--- config.mk ---
export PLATFORM = sky130hd
export DESIGN_NAME = npc_dist
export DESIGN_NICKNAME = d
export VERILOG_FILES = /design/src/hw/rtl/npc_pkg.sv /design/src/hw/rtl/npc_dist.sv
export SDC_FILE = /design/constraint.sdc
export NUM_CORES = 1
export LEC_CHECK = 0
export BUFFER_PORTS_ARGS = -buffer_cell sky130_fd_sc_hd__buf_2
export CORE_ASPECT_RATIO = 1.75
export CORE_MARGIN = 2
export CORE_UTILIZATION = 57
export CTS_CLUSTER_DIAMETER = 120
export DETAILED_ROUTE_END_ITERATION = 10
export PLACE_DENSITY = 0.79
export RECOVER_POWER = 50
export REMOVE_ABC_BUFFERS = 1
export SLEW_MARGIN = 20
export SYNTH_ARGS = -nofsm -noshare
export SYNTH_HDL_FRONTEND = slang
export SYNTH_SLANG_ARGS = --single-unit
--- constraint.sdc ---
create_clock -name clk -period 4.2 [get_ports clk]
set_input_delay 0.21 -clock clk [delete_from_list [all_inputs] [get_ports clk]]
set_output_delay 0.21 -clock clk [all_outputs]
set_load 0.1 [all_outputs]
--- src/hw/rtl/npc_pkg.sv ---
// ----------------------------------------------------------------------------
// npc_pkg
// Shared types and constants for the nearest palette color block.
// ----------------------------------------------------------------------------
package npc_pkg;

    localparam int DEF_PALETTE_DEPTH = 256;
    localparam int CHAN_W            = 8;
    localparam int ENTRY_W           = 3 * CHAN_W;
    localparam int COLOR_IDX_W       = 8;
    localparam int COUNT_W           = 9;
    localparam int SQ_W              = 2 * CHAN_W;
    // 3 * 255^2 = 195075 fits in 18 bits
    localparam int DIST_W            = SQ_W + 2;
    localparam int IN_DATA_W         = COLOR_IDX_W + ENTRY_W;

    typedef enum logic
    {
        OP_WRITE  = 1'b0,
        OP_LOOKUP = 1'b1
    } npc_op_t;

    typedef enum logic [1:0]
    {
        ST_IDLE,
        ST_SCAN,
        ST_DONE
    } npc_state_t;

    // one palette entry on its way through the distance pipeline
    typedef struct packed
    {
        logic                   valid;
        logic                   last;
        logic [COLOR_IDX_W-1:0] idx;
    } npc_cand_t;

endpackage

--- src/hw/rtl/npc_dist.sv ---
// ----------------------------------------------------------------------------
// npc_dist
// Two-stage squared RGB distance and running minimum over a palette scan.
// ----------------------------------------------------------------------------
module npc_dist (
    input  logic                              clk,
    input  logic                              rst_n,
    input  logic                              start,
    input  logic [npc_pkg::ENTRY_W-1:0]       entry,
    input  logic [npc_pkg::ENTRY_W-1:0]       pixel,
    input  npc_pkg::npc_cand_t                cand,
    output logic                              done,
    output logic [npc_pkg::COLOR_IDX_W-1:0]   best_idx
);
    import npc_pkg::*;

    logic [CHAN_W-1:0]      d_r, d_g, d_b;
    logic [SQ_W-1:0]        sq_r_reg, sq_g_reg, sq_b_reg;
    npc_cand_t              cand_a_reg;
    logic [DIST_W-1:0]      dist_sum;
    logic [DIST_W-1:0]      best_dist_reg;
    logic [COLOR_IDX_W-1:0] best_idx_reg;
    logic                   done_reg;
    logic                   better;

    function automatic logic [CHAN_W-1:0] abs_diff(input logic [CHAN_W-1:0] a,
                                                    input logic [CHAN_W-1:0] b);
        abs_diff = (a > b) ? (a - b) : (b - a);
    endfunction

    assign d_r = abs_diff(entry[3*CHAN_W-1:2*CHAN_W], pixel[3*CHAN_W-1:2*CHAN_W]);
    assign d_g = abs_diff(entry[2*CHAN_W-1:CHAN_W],   pixel[2*CHAN_W-1:CHAN_W]);
    assign d_b = abs_diff(entry[CHAN_W-1:0],          pixel[CHAN_W-1:0]);

    // stage A: squares
    always_ff @(posedge clk or negedge rst_n)
    begin
        if (!rst_n)
        begin
            cand_a_reg <= '0;
        end
        else
        begin
            cand_a_reg <= cand;
        end
    end

    always_ff @(posedge clk)
    begin
        sq_r_reg <= SQ_W'(d_r * d_r);
        sq_g_reg <= SQ_W'(d_g * d_g);
        sq_b_reg <= SQ_W'(d_b * d_b);
    end

    // stage B: sum and compare; strict less keeps the first entry on ties
    assign dist_sum = DIST_W'(sq_r_reg) + DIST_W'(sq_g_reg) + DIST_W'(sq_b_reg);
    assign better   = cand_a_reg.valid && (dist_sum < best_dist_reg);

    always_ff @(posedge clk or negedge rst_n)
    begin
        if (!rst_n)
        begin
            done_reg <= 1'b0;
        end
        else
        begin
            done_reg <= cand_a_reg.valid && cand_a_reg.last;
        end
    end

    always_ff @(posedge clk)
    begin
        if (start)
        begin
            best_dist_reg <= '1;
            best_idx_reg  <= '0;
        end
        else if (better)
        begin
            best_dist_reg <= dist_sum;
            best_idx_reg  <= cand_a_reg.idx;
        end
    end

    assign done     = done_reg;
    assign best_idx = best_idx_reg;

endmodule

==> After elaboration in Yosys (flattened, before gate mapping) <==
Index checks and enable logic that the tools add are counted.
{ "word_totals": {"reg_bits": 85, "latch_bits": 0, "ramBits": 0, "mem_bits_ro": 0, "inputBits": 61, "wordCells": 29, "n_memories": 0} }
{ "op_classes": {"add_sub_neg": 8, "mul": 3, "n_div": 0, "magnitude_cmp": 4, "n_eq_ne": 0, "shifts": 0, "muxes": 3, "bitwise_logic": 0, "n_reduce_logical": 2} }
{ "ops": {"columns": ["cell", "count"], "rows": [
  ["$mul 8x8->16", 3],
  ["$sub 8x8->8", 6],
  ["$gt 8x8->1", 3],
  ["$mux 8", 3],
  ["$add 17x16->18", 1],
  ["$lt 18x18->1", 1],
  ["$add 16x16->17", 1],
  ["$logic_and 1x1->1", 2]
]} }

==> Depth between registers and ports, before layout <==
{ "logic_depth": {"depth_word": 4, "mapped_depth": 27} }

==> Worst setup path after synthesis <==
Ideal clock, no wire load.
{ "synth_path": {"path_type": "input to register", "startpoint": "input entry[8] (netlist bit)", "endpoint": "register sq_g_reg[12]", "arrival_ns": 5.854, "required_time_ns": 4.058, "setup_slack_ns": -1.796, "cell_stages": 24, "path_buffers": 0, "path_cell_list": "inv_1 ha_1 inv_1 fa_1 a21o_1 a221oi_4 a21oi_4 mux2i_2 xor2_2 or2_1 inv_1 fa_1 fa_1 inv_1 fa_1 fa_1 inv_1 ha_1 inv_1 nor2_1 o31a_1 o22ai_1 and4b_1 or4b_2"} }
{ "synth_via": {"elab_chain_cells": 3, "elab_cells_between_ends": 5, "cone_classes": "2 x add/sub; 1 x mul; 1 x order compare; 1 x mux"} }
{ "synth_rtl": {"columns": ["item", "line", "text"], "rows": [
  ["start, declared", "npc_dist.sv:9", "input logic [npc_pkg::ENTRY_W-1:0] entry,"],
  ["$sub 8x8->8 or $gt 8x8->1 (tied branches)", "npc_dist.sv:28", "abs_diff = (a > b) ? (a - b) : (b - a);"],
  ["$mux 8 (*)", "npc_dist.sv:28", null],
  ["$mul 8x8->16 (*)", "npc_dist.sv:51", "sq_g_reg <= SQ_W'(d_g * d_g);"],
  ["end signal, assigned", "npc_dist.sv:51", null],
  ["end, declared", "npc_dist.sv:18", "logic [SQ_W-1:0] sq_r_reg, sq_g_reg, sq_b_reg;"]
]} }
Mark *: on every way between the ends. The rest lies on a longest branch, timed or not.
A chain may end at the register's enable or synchronous reset.

==> Worst setup path in the final report <==
{ "layout_path": {"startpoint": "input entry[2] (netlist bit)", "endpoint": "register sq_b_reg[15]"} }
{ "layout_via": {"elab_chain_cells": 3, "elab_cells_between_ends": 5, "cone_classes": "2 x add/sub; 1 x mul; 1 x order compare; 1 x mux"} }
{ "layout_rtl": {"columns": ["item", "line", "text"], "rows": [
  ["$sub 8x8->8 or $gt 8x8->1 (tied branches)", "npc_dist.sv:28", null],
  ["$mux 8 (*)", "npc_dist.sv:28", null],
  ["$mul 8x8->16 (*)", "npc_dist.sv:52", "sq_b_reg <= SQ_W'(d_b * d_b);"],
  ["end signal, assigned", "npc_dist.sv:52", null],
  ["end, declared", "npc_dist.sv:18", null]
]} }
Marks and branches as above.

==> summary.txt <==
Min path
  – Worst min path class: input pin to flip-flop
  – Worst hold stages: 2

Route
  – Initial DRT Pass Iterations: 5
  – Wirelength per Cell: 26.4 um
  – DR vias/cell: 6.42
  – Routed Antenna Nets: 0
  – DRT Wirelength: 47800 um
  – # DRC: 0
  – Via count: 11600
  – Iteration-0 DRC Markers: 1085

Layout
  – Layout cells sized above 1: 46.2%
  – Register Area: 1710 um^2
  – Number of flip-flops in the largest register: 18
  – Number of fillers in the final layout: 712
  – Final Instance Area: 15700 um^2
  – Area delta synth->final: 51.8%
  – Area of the multi-input gates: 9100 um^2
  – Nets: 1891
  – Final Util: 87.5%
  – Diode count: 0

STA
  – RSZ-0062 raised after global routing: true
  – Post-layout min period: 6140 ps
  – Slew @ Worst Pin: 639 ps
  – # setup viols final: 62
  – Rel. slew slack: 57.4%
  – Slew Limit Fails: 0
  – Final hold violation count: 0
  – Final critical-path setup slack: -1940 ps
  – Max Fclk: 0.163 GHz
  – Final worst-path cycle share: 146%
  – Clock Skew: 9.49 ps

Die
  – Initial Util: 57.6%
  – Die area: 19200 um^2
  – Row Count: 65
  – DIE HEIGHT: 182 um
  – Num ports: 70
  – Core area: 17900 um^2
  – Chip width: 106 um

Global routing
  – First-pass GRT wire length: 55300 um
  – Tot GR Track Use: 36.4%
  – Pin count of the biggest net entering global routing: 16
  – Vias in the first global route: 11600
  – Global route overflow: 0
  – Initial antenna violation count: 1

Critical path
  – Crit-path max FO: 5
  – Crit start category: input pin
  – Crit path required time: 4460 ps
  – Arr. time, crit path: 6400 ps
  – Crit end category: flip-flop
  – Setup Crit Path Kind: input pin to flip-flop
  – R2R depth: 18

Synth
  – Dominant cells by area after synthesis: ha_1 20%, fa_1 19%, dfxtp_1 14%, inv_1 8.1%, nor2_1 3.8%
  – Cell with the most instances after synthesis: inv_1
  – Predominant post-synthesis flop cell: dfxtp_1
  – Synth Area per Inst: 8.97 um^2
  – Post-Syn Area: 10300 um^2
  – #FFs+latches synth: 82
  – Async SR Flop Fraction: 13.4%
  – Yosys cell types: 74
  – Commonest cells post-synth: 223 x inv_1, 166 x ha_1, 105 x nor2_1
  – Cell count after synthesis: 1150
  – Seq/Total Area, Yosys: 16.5%
  – Yosys top cell by area: ha_1
  – Yosys top cell area share: 20.1%
  – Yosys warns: 0
  – Post-synth EDFFs: 0

Clock tree
  – Cts bufs inserted: 9
  – Clk buf depth: 2
  – Clock slew at reported path FFs: 70 ps
  – Clock sinks: 82
  – Clk_lat worst skew: 370 ps
  – H-tree levels: 3
  – Root Driver: clkbuf_16
  – TritonCTS clock tree: done

Run status
  – Failing checks: setup timing
  – Status: complete, but fails checks

Run
  – Max cap viols: 0

Place
  – HPWL Detailed: 20600 um
  – Number of buffers added on ports: 69
  – Final GP Congestion: 0.912
  – Dpl cell area: 12800 um^2
## through the flow
| stage | hold WS [ps] | cells | setup WS (ps) | TNS, ps |
|---|---|---|---|---|
| global route | 222 | 1806 | -2210 | -64900 |
| CTS | 190 | 1757 | -1380 | -27350 |
| detailed placement | 89.6 | 1689 | -2040 | -51200 |
| floorplan | -85.6 | 1126 | -1800 | -55000 |
| global placement | 85.5 | 1689 | -1910 | -46250 |
| finish | 200 | 1806 | -1940 | -58610 |
## metal layers
metal | wire length (um) | vias to the layer above | global-route usage [%]
met5 | 0 | - | 0
met4 | 6830 | 0 | 29.8
met3 | 4380 | 548 | 6.14
met2 | 22400 | 1053 | 68.7
met1 | 14100 | 5417 | 33.0
li1 | - | 4582 | -
## kinds of logic after synthesis
group / count (synthesis) / share of synthesized area (%)
compound gates: 200 / 13.0
xor+xnor: 74 / 6.87
fa+ha+maj: 263 / 39.0
buf+inv: 249 / 9.41
flops: 82 / 16.5
mux: 37 / 3.63
other cells: 2 / 0.0728
simple gates: 243 / 11.6
## worst max-delay path, stage by stage
cell and delay, ps:
buf_2 110, inv_1 110, ha_4 230, buf_4 140
and4_2 240, o2bb2ai_1 240, a31oi_4 510, buf_6 170
buf_6 100, mux2i_4 310, xnor2_4 180, or2_4 290
fa_1 560, inv_2 90, fa_1 490, fa_1 620
inv_2 80, fa_1 580, inv_2 70, ha_4 160
buf_6 130, a21oi_1 190, o21a_1 180, o21ai_2 80
a21oi_2 160, xnor2_1 180
## path summary, 6_finish.rpt
| check | to | slack, ps | startpoint |
|---|---|---|---|
| setup / recovery | sq_b_reg[15] | -1940 | entry[2] |
| hold / removal | best_idx[4] | 200 | start |
| setup reg to reg | best_dist_reg[11] | -570 | sq_r_reg[6] |
| hold reg to reg | best_dist_reg[2] | 480 | best_dist_reg[2] |
| max in group asynchronous | cand_a_reg[8] | 3410 | rst_n |
| min in group asynchronous | cand_a_reg[6] | 370 | rst_n |
## cell type report
cell class | instances | area share, %
multi-input combinational | 820 | 58.2
clock buffer | 10 | 1.53
inverter | 224 | 5.50
sequential | 82 | 10.9
clock inverter | 6 | 0.472
timing repair buffer | 430 | 21.6
tap | 234 | 1.87
## layout by cell type, fill, tap and decap left out, types with 19 or more instances in the layout
| cell type | count |
|---|---|
| ha_4 | 35 |
| a21oi_1 | 39 |
| buf_2 | 64 |
| a21oi_2 | 22 |
| buf_6 | 60 |
| xnor2_1 | 28 |
| ha_1 | 126 |
| fa_1 | 85 |
| inv_2 | 44 |
| mux2i_1 | 20 |
| dfxtp_1 | 62 |
| inv_1 | 172 |
| buf_4 | 287 |
| nor2_1 | 81 |
| xnor2_2 | 19 |
| a21o_1 | 30 |
| nand2_1 | 35 |
## what timing repair did
action                                  4_1_cts  5_1_grt
pin swaps                                   154      142
gates cloned                                  2        1
gates resized for setup                     228      191
hold buffers                                 11        0
endpoints found under the setup margin       62       62
hold endpoints to repair                     21        0
buffers inserted                             47       61
Power is left out: the tool's default activity adds up to more than one toggle a clock period on the data nets, which glitch-free logic cannot reach.
